### config.mk
export PLATFORM = sky130hd
export DESIGN_NAME = delta_r_reference_matcher
export DESIGN_NICKNAME = d
export VERILOG_FILES = /design/src/design/drm_pkg.sv /design/src/design/delta_r_reference_matcher.sv /design/src/design/drm_distance.sv
export SDC_FILE = /design/constraint.sdc
export NUM_CORES = 2
export LEC_CHECK = 0
export BUFFER_PORTS_ARGS = -buffer_cell sky130_fd_sc_hd__buf_2
export CAP_MARGIN = 20
export CORE_AREA = 2 2 314 316
export DETAILED_ROUTE_END_ITERATION = 7
export DIE_AREA = 0 0 316 318
export GPL_TIMING_DRIVEN = 0
export PLACE_DENSITY = 0.71
export REMOVE_ABC_BUFFERS = 1
export SETUP_SLACK_MARGIN = 0.15
export SYNTH_ARGS = -nofsm -noshare
export SYNTH_HDL_FRONTEND = slang
export SYNTH_SLANG_ARGS = --single-unit
### constraint.sdc
create_clock -name clk -period 13.6 [get_ports clk]
set_input_delay 2.72 -clock clk [delete_from_list [all_inputs] [get_ports clk]]
set_output_delay 2.72 -clock clk [all_outputs]
set_load 0.03 [all_outputs]
### src/design/drm_pkg.sv
`timescale 1ns / 1ps
// shared types, field layout and constants for the delta-r reference matcher
// no dependencies; imported by every module of the block

package drm_pkg;

  localparam int NUM_REFS       = 3;
  localparam int MAX_CANDIDATES = 256;

  // field widths
  localparam int OP_W     = 2;
  localparam int SLOT_W   = 2;
  localparam int PT_W     = 16;
  localparam int ETA_W    = 12;
  localparam int PHI_W    = 11;
  localparam int PID_W    = 10;
  localparam int ID_W     = 9;
  localparam int DIST_W   = 25;
  localparam int CAND_W   = 8;
  localparam int REF_IDX_W = 2;
  localparam int CNT_W    = $clog2(MAX_CANDIDATES + 1);

  // input tdata layout, lowest bit first
  localparam int SLOT_LSB   = 0;
  localparam int PT_LSB     = SLOT_LSB + SLOT_W;
  localparam int ETA_LSB    = PT_LSB + PT_W;
  localparam int PHI_LSB    = ETA_LSB + ETA_W;
  localparam int PID_LSB    = PHI_LSB + PHI_W;
  localparam int IN_USED_W  = PID_LSB + PID_W;
  localparam int IN_DATA_W  = ((IN_USED_W + 7) / 8) * 8;

  // output tdata layout, lowest bit first
  localparam int OUT_USED_W = REF_IDX_W + 1 + CAND_W;
  localparam int OUT_DATA_W = ((OUT_USED_W + 7) / 8) * 8;
  localparam int OUT_PAD_W  = OUT_DATA_W - OUT_USED_W;

  // configuration port
  localparam int CFG_IDX_W  = 2;
  localparam int CFG_DATA_W = DIST_W;

  localparam int PHI_PERIOD = 1440;
  localparam int PHI_HALF   = 720;

  localparam logic [DIST_W-1:0] DIST_ONES     = '1;
  localparam logic [DIST_W-1:0] DR2_THR_RESET = DIST_W'(525);
  localparam logic [ID_W-1:0]   ID_A_RESET    = ID_W'(211);
  localparam logic [ID_W-1:0]   ID_B_RESET    = ID_W'(11);

  typedef enum logic [OP_W-1:0] {
    OP_LOAD = 2'd0,
    OP_CAND = 2'd1,
    OP_END  = 2'd2
  } op_t;

  typedef enum logic [CFG_IDX_W-1:0] {
    REG_DR2_THRESHOLD = 2'd0,
    REG_ACCEPTED_ID_A = 2'd1,
    REG_ACCEPTED_ID_B = 2'd2
  } cfg_reg_t;

endpackage

### src/design/delta_r_reference_matcher.sv
`timescale 1ns / 1ps
// results of an end-of-event transaction pass the input register and the result buffer,
// then leave one per cycle while tready is high, the last with tlast; other items give none
// throughput: one transaction per cycle through the input register; an end-of-event item
// waits while the three-entry result buffer still drains the previous event
// reset (rst, synchronous): references zero, event state cleared, registers to defaults
// top level; depends on drm_pkg and drm_distance

module delta_r_reference_matcher import drm_pkg::*; (
  input  logic                  clk,
  input  logic                  rst,
  input  logic                  s_axis_tvalid,
  output logic                  s_axis_tready,
  // ref_slot, pt_value, eta_value, phi_value, particle_id, zero pad
  input  logic [IN_DATA_W-1:0]  s_axis_tdata,
  // op
  input  logic [OP_W-1:0]       s_axis_tuser,
  output logic                  m_axis_tvalid,
  input  logic                  m_axis_tready,
  // ref_index, matched, cand_index, zero pad
  output logic [OUT_DATA_W-1:0] m_axis_tdata,
  // last_result
  output logic                  m_axis_tlast,
  input  logic                  cfg_we,
  input  logic [CFG_IDX_W-1:0]  cfg_index,
  input  logic [CFG_DATA_W-1:0] cfg_data
);

  localparam logic [REF_IDX_W-1:0] LAST_REF = REF_IDX_W'(NUM_REFS - 1);

  // configuration
  logic [DIST_W-1:0] dr2_threshold;
  logic [ID_W-1:0]   accepted_id_a;
  logic [ID_W-1:0]   accepted_id_b;

  // input register
  logic                    in_valid;
  op_t                     in_op;
  logic [SLOT_W-1:0]       in_slot;
  logic [PT_W-1:0]         in_pt;
  logic signed [ETA_W-1:0] in_eta;
  logic signed [PHI_W-1:0] in_phi;
  logic signed [PID_W-1:0] in_pid;

  // references and event state
  logic [PT_W-1:0]         ref_pt   [NUM_REFS];
  logic signed [ETA_W-1:0] ref_eta  [NUM_REFS];
  logic signed [PHI_W-1:0] ref_phi  [NUM_REFS];
  logic [DIST_W-1:0]       best_distance  [NUM_REFS];
  logic [CAND_W-1:0]       best_candidate [NUM_REFS];
  logic [PT_W-1:0]         best_pt        [NUM_REFS];
  logic [NUM_REFS-1:0]     have_best;
  logic [CNT_W-1:0]        cand_count;

  // result buffer
  logic                    busy;
  logic [REF_IDX_W-1:0]    drain_idx;
  logic [NUM_REFS-1:0]     res_matched;
  logic [CAND_W-1:0]       res_cand [NUM_REFS];

  logic [DIST_W-1:0]       dr2 [NUM_REFS];
  logic [NUM_REFS-1:0]     match;
  logic [PID_W-1:0]        pid_abs;
  logic                    id_ok;
  logic                    cand_ok;
  logic                    drain_done;
  logic                    do_proc;

  for (genvar k = 0; k < NUM_REFS; k++) begin : g_ref
    drm_distance u_dist (
      .cand_eta (in_eta),
      .cand_phi (in_phi),
      .ref_eta  (ref_eta[k]),
      .ref_phi  (ref_phi[k]),
      .dr2      (dr2[k])
    );

    // pt window: half the reference pt < candidate pt < twice the reference pt
    assign match[k] = have_best[k] && (best_distance[k] < dr2_threshold)
                      && ({best_pt[k], 1'b0} > {1'b0, ref_pt[k]})
                      && ({1'b0, best_pt[k]} < {ref_pt[k], 1'b0});
  end

  assign pid_abs    = in_pid[PID_W-1] ? PID_W'(-in_pid) : PID_W'(in_pid);
  assign id_ok      = (pid_abs == {1'b0, accepted_id_a}) || (pid_abs == {1'b0, accepted_id_b});
  assign cand_ok    = cand_count < CNT_W'(MAX_CANDIDATES);
  assign drain_done = busy && m_axis_tready && (drain_idx == LAST_REF);
  assign do_proc    = in_valid && ((in_op != OP_END) || !busy || drain_done);

  assign s_axis_tready = !in_valid || do_proc;

  assign m_axis_tvalid = busy;
  assign m_axis_tlast  = drain_idx == LAST_REF;
  assign m_axis_tdata  = {{OUT_PAD_W{1'b0}}, res_cand[drain_idx], res_matched[drain_idx],
                          drain_idx};

  // payload of the input register
  always_ff @(posedge clk) begin
    if (s_axis_tvalid && s_axis_tready) begin
      in_op   <= op_t'(s_axis_tuser);
      in_slot <= s_axis_tdata[SLOT_LSB +: SLOT_W];
      in_pt   <= s_axis_tdata[PT_LSB +: PT_W];
      in_eta  <= s_axis_tdata[ETA_LSB +: ETA_W];
      in_phi  <= s_axis_tdata[PHI_LSB +: PHI_W];
      in_pid  <= s_axis_tdata[PID_LSB +: PID_W];
    end
  end

  always_ff @(posedge clk) begin
    if (rst) begin
      dr2_threshold <= DR2_THR_RESET;
      accepted_id_a <= ID_A_RESET;
      accepted_id_b <= ID_B_RESET;
      in_valid      <= 1'b0;
      busy          <= 1'b0;
      drain_idx     <= '0;
      have_best     <= '0;
      cand_count    <= '0;
      for (int k = 0; k < NUM_REFS; k++) begin
        ref_pt[k]         <= '0;
        ref_eta[k]        <= '0;
        ref_phi[k]        <= '0;
        best_distance[k]  <= DIST_ONES;
        best_candidate[k] <= '0;
        best_pt[k]        <= '0;
      end
    end else begin
      if (cfg_we) begin
        case (cfg_index)
          REG_DR2_THRESHOLD: dr2_threshold <= cfg_data[DIST_W-1:0];
          REG_ACCEPTED_ID_A: accepted_id_a <= cfg_data[ID_W-1:0];
          REG_ACCEPTED_ID_B: accepted_id_b <= cfg_data[ID_W-1:0];
          default: ;
        endcase
      end

      if (s_axis_tready) begin
        in_valid <= s_axis_tvalid;
      end

      // result drain; a new end-of-event below takes the buffer over instead
      if (busy && m_axis_tready && !(do_proc && (in_op == OP_END))) begin
        if (drain_idx == LAST_REF) begin
          busy <= 1'b0;
        end else begin
          drain_idx <= drain_idx + REF_IDX_W'(1);
        end
      end

      if (do_proc) begin
        case (in_op)
          OP_LOAD: begin
            if (in_slot < SLOT_W'(NUM_REFS)) begin
              ref_pt[in_slot]  <= in_pt;
              ref_eta[in_slot] <= in_eta;
              ref_phi[in_slot] <= in_phi;
            end
          end
          OP_CAND: begin
            if (cand_ok) begin
              if (id_ok) begin
                for (int k = 0; k < NUM_REFS; k++) begin
                  // strict compare keeps the earlier candidate on a tie
                  if (!have_best[k] || (dr2[k] < best_distance[k])) begin
                    best_distance[k]  <= dr2[k];
                    best_candidate[k] <= cand_count[CAND_W-1:0];
                    best_pt[k]        <= in_pt;
                    have_best[k]      <= 1'b1;
                  end
                end
              end
              cand_count <= cand_count + CNT_W'(1);
            end
          end
          OP_END: begin
            for (int k = 0; k < NUM_REFS; k++) begin
              res_matched[k]    <= match[k];
              res_cand[k]       <= match[k] ? best_candidate[k] : '0;
              best_distance[k]  <= DIST_ONES;
              best_candidate[k] <= '0;
              best_pt[k]        <= '0;
            end
            have_best  <= '0;
            cand_count <= '0;
            busy       <= 1'b1;
            drain_idx  <= '0;
          end
          default: ;
        endcase
      end
    end
  end

endmodule

### src/design/drm_distance.sv
`timescale 1ns / 1ps
// squared delta-r between one candidate and one reference, phi wrapped
// depends on drm_pkg

module drm_distance import drm_pkg::*; (
  input  logic signed [ETA_W-1:0] cand_eta,
  input  logic signed [PHI_W-1:0] cand_phi,
  input  logic signed [ETA_W-1:0] ref_eta,
  input  logic signed [PHI_W-1:0] ref_phi,
  output logic [DIST_W-1:0]       dr2
);

  localparam logic signed [PHI_W:0] PHI_HALF_S   = (PHI_W + 1)'(PHI_HALF);
  localparam logic signed [PHI_W:0] PHI_PERIOD_S = (PHI_W + 1)'(PHI_PERIOD);

  logic signed [ETA_W:0]       deta;
  logic signed [PHI_W:0]       dphi_raw;
  logic signed [PHI_W:0]       dphi_wrap;
  logic signed [PHI_W-1:0]     dphi;
  logic signed [2*ETA_W+1:0]   deta_prod;
  logic signed [2*PHI_W-1:0]   dphi_prod;

  assign deta     = {cand_eta[ETA_W-1], cand_eta} - {ref_eta[ETA_W-1], ref_eta};
  assign dphi_raw = {cand_phi[PHI_W-1], cand_phi} - {ref_phi[PHI_W-1], ref_phi};

  // the raw difference stays within one period of the wrapped range
  always_comb begin
    if (dphi_raw >= PHI_HALF_S) begin
      dphi_wrap = dphi_raw - PHI_PERIOD_S;
    end else if (dphi_raw < -PHI_HALF_S) begin
      dphi_wrap = dphi_raw + PHI_PERIOD_S;
    end else begin
      dphi_wrap = dphi_raw;
    end
  end

  assign dphi      = dphi_wrap[PHI_W-1:0];
  assign deta_prod = deta * deta;
  assign dphi_prod = dphi * dphi;
  assign dr2       = DIST_W'(deta_prod[2*ETA_W-1:0]) + DIST_W'(dphi_prod[2*PHI_W-3:0]);

endmodule

# [After elaboration in Yosys (flattened, before gate mapping)]
# Memories as Yosys holds them, arrays and structs flattened. A register that Yosys moved wholly into a read port is not among the register bits.
# Cells that the tools add are included.
[op_classes] n_mux=88 eq_ne=13 addsub=18 reduce_logical=42 n_bitwise=19 mul=6 order_cmp=21
[op_table] cell="25-bit less-than comparator" count=6
[op_table] cell="25-bit two-way mux" count=6
[op_table] cell="16-bit two-way mux" count=7
[op_table] cell="11-bit two-way mux" count=7
[op_table] cell="24-bit by 20-bit adder with 25-bit output" count=3
[op_table] cell="13-bit by 13-bit multiplier with 24-bit output" count=3
[op_table] cell="8-bit two-way mux" count=9
[op_table] cell="11-bit by 11-bit multiplier with 20-bit output" count=3
[op_table] cell="17-bit by 16-bit > comparator with 1-bit output" count=3
[op_table] cell="16-bit by 17-bit less-than comparator with 1-bit output" count=3
[op_table] cell="1-bit two-way mux" count=43
[op_table] cell="12-bit by 12-bit subtractor with 13-bit output" count=3
[op_table] cell="12-bit by 11-bit >= comparator with 1-bit output (second input constant)" count=3
[op_table] cell="12-bit by 11-bit less-than comparator with 1-bit output (second input constant)" count=3
[op_table] cell="11-bit by 11-bit subtractor with 12-bit output" count=3
[op_table] cell="11-bit adder (second input constant)" count=3
[op_table] cell="11-bit subtractor (second input constant)" count=3
[op_table] cell="10-bit by 9-bit == test with 1-bit output" count=2
[op_table] cell="1-bit OR" count=18
[op_table] cell="9-bit case mux with 2 select lines" count=1
[op_table] cell="2-bit two-way mux" count=8
[op_table] cell="16-bit OR reduction" count=1
[op_table] cell="1-bit logical AND" count=15
[op_table] cell="5-bit AND reduction" count=3
[op_table] cell="24 further kinds" count=48
[totals] mem_bits_rw=288 regBits=115 memories=7
[memory_table] name="best_distance" words=3 word_bits=25 rd=3 rd_clocked_by_memory_dff=0 wr=3 line_no="delta_r_reference_matcher.sv:49" source="logic [DIST_W-1:0] best_distance [NUM_REFS];"
[memory_table] name="best_pt" words=3 word_bits=16 rd=3 rd_clocked_by_memory_dff=0 wr=3 line_no="delta_r_reference_matcher.sv:51" source="logic [PT_W-1:0] best_pt [NUM_REFS];"
[memory_table] name="ref_pt" words=3 word_bits=16 rd=3 rd_clocked_by_memory_dff=0 wr=3 line_no="delta_r_reference_matcher.sv:46" source="logic [PT_W-1:0] ref_pt [NUM_REFS];"
[memory_table] name="ref_eta" words=3 word_bits=12 rd=3 rd_clocked_by_memory_dff=0 wr=3 line_no="delta_r_reference_matcher.sv:47" source="logic signed [ETA_W-1:0] ref_eta [NUM_REFS];"
[memory_table] name="ref_phi" words=3 word_bits=11 rd=3 rd_clocked_by_memory_dff=0 wr=3 line_no="delta_r_reference_matcher.sv:48" source="logic signed [PHI_W-1:0] ref_phi [NUM_REFS];"
[memory_table] name="best_candidate" words=3 word_bits=8 rd=3 rd_clocked_by_memory_dff=0 wr=3 line_no="delta_r_reference_matcher.sv:50" source="logic [CAND_W-1:0] best_candidate [NUM_REFS];"
[memory_table] name="1 more memories"

# [Logic depth before layout (Yosys ltp)]
# An unclocked memory read counts as a cell.
[logic_depth] word_depth=18 ltp_mapped=57

# [Modules after synthesis]
# A second synthesis with hierarchy kept.
[hier_totals] hier_cells=5716 area_unflattened_um2=54788.8
[modules_own_cells] mod="delta_r_reference_matcher" cells_per_inst=1801 n_inst=1 area_each_um2=21146.5 seq_area_each_um2=11511.0
[modules_own_cells] mod="drm_distance at g_ref[2].u_dist" cells_per_inst=1303 n_inst=1 area_each_um2=11268.3 seq_area_each_um2=0.0
[modules_own_cells] mod="drm_distance at g_ref[0].u_dist" cells_per_inst=1309 n_inst=1 area_each_um2=11248.3 seq_area_each_um2=0.0
[modules_own_cells] mod="drm_distance at g_ref[1].u_dist" cells_per_inst=1303 n_inst=1 area_each_um2=11125.7 seq_area_each_um2=0.0

# [Least setup slack after synthesis]
# No wires, ideal clock.
[synth_path] kind="reg2reg" start="reg in_phi[0]" end="mem best_candidate[2][0], in the netlist best_candidate[0][16] (enable)" synth_period_minus_slack_ps=14225 t_arrival_ps=13702 n_path_buf=0 setup_ps=523 path_stages_with_launch=50 setup_slack_ps=-625 required_ps=13077 cell_sequence="edfxtp_1 inv_1 ha_1 inv_1 fa_1 a21o_1 a21oi_1 xor2_1 inv_2 a211o_1 a21o_1 a21o_1 o22a_1 xnor2_1 inv_1 nor2_1 inv_1 fa_1 [14 not listed] or4_1 a31o_2 a21oi_1 xnor2_1 ha_1 nor3_1 a2111oi_0 nor2_1 nor3b_1 xnor2_1 ha_1 a21o_1 a21o_1 a21oi_1 nand3_1 o211ai_1 a21oi_1 o21ai_0"
[synth_lines] item="start: declaration" line_no="delta_r_reference_matcher.sv:42" source="logic signed [PHI_W-1:0] in_phi;"
[synth_lines] item="start signal: assignment" line_no="delta_r_reference_matcher.sv:104" source="in_phi <= s_axis_tdata[PHI_LSB +: PHI_W];"
[synth_lines] item="end: declaration" line_no="delta_r_reference_matcher.sv:50"

==> results.json <==
{
  "outcome": "completed",
  "synth.avg_cell_area_um2": 9.72,
  "grt_pass1_wl_mm": 197,
  "first_global_vias": 38900,
  "tritoncts": "built",
  "detailedPlacementHpwl_mm": 100,
  "initial_utilization_pct": 54.6,
  "placed_cells_incl_taps": 6810,
  "synthDistinctLibCells": 89,
  "slew-limit-headroom_pct": 22.4,
  "synth_async_sr_flop_share_pct": 0,
  "critPathArrivalTime_ns": 13.40,
  "row_count": 115,
  "grt_overflow": 0,
  "detail_route.drc_violations": 0,
  "placement.cell_area_um2": 55500,
  "dieWidth_um": 316,
  "final_antenna_net_count": 0,
  "globalplace.congestion": 0.914,
  "die_height_um": 318,
  "yosys-top-cells-area": "fa_1 26%, edfxtp_1 19%, ha_1 16%",
  "floorplan.io_pins": 109,
  "worst_pin_slew_ns": 1.16,
  "fp.dieArea_um2": 100000,
  "clockBufferDepth": 3,
  "critPathCaptureType": "flop",
  "cts_root_buffer": "clkbuf_16",
  "timing.final.hold_violations": 0,
  "worst_hold_slack_ns": 0.459,
  "synth_edf_count": 344,
  "antenna_violations_before_repair": 1,
  "final_design_area_no_fill_um2": 57400,
  "finalCriticalPeriod_ns": 13.03,
  "cts_inserted_buffers": 46,
  "critPathMaxStageDelay_ns": 0.56,
  "synth.yosys.warnings": 0,
  "synthesis.area_um2": 53200,
  "antenna_cells_inserted": 0,
  "drive_above_1_share_pct": 5.88,
  "final_net_count": 7054,
  "finalWirelength_mm": 120,
  "rsz_0062_raised_after_global_routing": "true",
  "crit_required_ns": 13.97,
  "cts.clk_slew.worst_paths_ns": 0.06,
  "drv_slew": 0,
  "setup.worst_path.start_class": "flop",
  "vias": 37300,
  "global_route.usage.total_pct": 24.5,
  "wl_per_cell_um": 17.3,
  "setup_viol_count_final": 0,
  "mostFrequentLayoutCells": "1092 x inv_1, 694 x fa_1, 675 x ha_1",
  "timing.setup.critical_path_class": "flop to flop",
  "detailedRoute.firstPassIterationCount": 5,
  "finalClockSkew_ns": 0.0395,
  "cts.hold.buffers_added": 0,
  "clock-sinks": 403,
  "ys_seq_elements": 403,
  "number_of_max_cap_violations": 0,
  "maximum_number_of_pins_on_one_net_before_global_route_repair": 57,
  "core_region_area_um2": 97400,
  "finish.cell_count_without_fillers": 6917,
  "h_tree_level_count": 2,
  "synth_seq_area_share_pct": 21.7,
  "netlist_instances": 5470,
  "timing.hold.worst.class": "flop to flop",
  "worst_path_max_delay_cell": "fa_1",
  "critPathMaxFanout": 30,
  "clk_latency_ns": 0.63,
  "detailedRoute.firstIterationViolations": 2314,
  "synth_top_area_share_pct": 26.1,
  "ys.flop_type": "edfxtp_1",
  "layout.cells.most_common": "inv_1",
  "area_growth_pct": 8.06,
  "post-synth-top-area-cell": "fa_1",
  "finalCritPeriodShare_pct": 95.8,
  "fmaxAchievable_ghz": 0.0768,
  "vias_per_cell": 5.39,
  "port_buffers": 98
}
## repair_timing
action | 4_1_cts | 5_1_grt
endpoints found under the hold margin | 0 | 0
cloned | 1 | 0
pin swaps | 2 | 3
setup endpoints to repair | 210 | 285
setup buffers | 2 | 18
resized for setup | 8 | 40
## metal layers
metal,part of all wire (%),vias to the layer above,GRT usage (%),routed length [um]
met5,0,-,0,0
met4,3.0,0,6.98,3640
met3,5.4,175,3.21,6490
met2,49,900,42.6,59300
met1,42,18300,31.9,50400
li1,-,17900,-,-
## synthesized netlist by cell type, drive strengths merged (6+ instances only)
| cell | n |
|---|---|
| a211oi | 15 |
| or4 | 8 |
| o21a | 53 |
| a211o | 16 |
| o211ai | 14 |
| a31oi | 18 |
| nand2 | 356 |
| ha | 676 |
| nand4 | 34 |
| nand2b | 128 |
| a2111oi | 12 |
| o21bai | 28 |
| or2 | 23 |
| nand3b | 12 |
| o41ai | 6 |
| fa | 694 |
| and3 | 16 |
| and2 | 171 |
| clkbuf | 57 |
| xnor2 | 219 |
| nor4 | 12 |
| dfxtp | 59 |
| o31ai | 18 |
| o21ai | 140 |
| buf | 19 |
| nand3 | 50 |
| or3 | 14 |
| nor3 | 60 |
| clkinv | 18 |
| nor2 | 446 |
| edfxtp | 344 |
| a21o | 128 |
| a21boi | 14 |
| inv | 1103 |
| o2111ai | 11 |
| nor2b | 40 |
| a21oi | 229 |
| mux2i | 22 |
| nor3b | 17 |
| xor2 | 95 |
## metrics by stage
stage               util (%)  TNS (ns)  setup WS (ns)
finish                  59.0         0          0.573
global route            59.0         0         0.0223
CTS                     58.5         0          0.163
floorplan                  -    -51.09         -0.625
detailed placement      56.9    -90.41         -0.974
global placement        56.4   -952.54          -5.25
## logic make-up after synthesis
family / count (synthesis) / share of synthesized area (%)
other: 1 / 0.00705
adders and majority gates: 1370 / 42.0
DFF: 403 / 21.7
buffers and inverters: 1197 / 8.52
xor gates and xnor gates: 316 / 5.36
and+or+nand+nor: 1403 / 12.7
AOI/OAI and AO/OA: 754 / 9.25
muxes: 26 / 0.499
## path summary, 6_finish.rpt
check                          from              endpoint  slack [ns]  cells past startpoint
setup / recovery          in_phi[0]  best_distance[0][24]        0.57                     53
hold / removal    dr2_threshold[11]     dr2_threshold[11]        0.46                      2
setup reg to reg          in_phi[0]  best_distance[0][24]        0.57                     53
hold reg to reg   dr2_threshold[11]     dr2_threshold[11]        0.46                      2
## worst max-delay path: cells and delay by family (launching register included)
family,cells,cell delay [ns]
flops,1,0.48
simple gates,7,1.61
buf+inv,13,1.67
xor+xnor,4,0.90
compound gates,19,4.02
fa+ha+maj,10,4.05
## layout make-up
type	instances	area, um2
multi-input cells	3877	37500
repair buffers	145	1090
clock inverters	29	303
flip-flops and latches	403	11500
clock buffers	55	1190
inverters	1121	4230
well taps	1287	1610
fillers	8231	40000
## flip-flops by register name, indices dropped and copies added, names as in the netlist, 16 cells and up
signal	cells
in_pt	16
best_distance	75
res_cand	24
ref_phi	33
ref_pt	48
dr2_threshold	25
best_candidate	24
ref_eta	36
best_pt	48
Power is left out: the tool's default activity adds up to more than one toggle a clock period on the data nets, which glitch-free logic cannot reach.
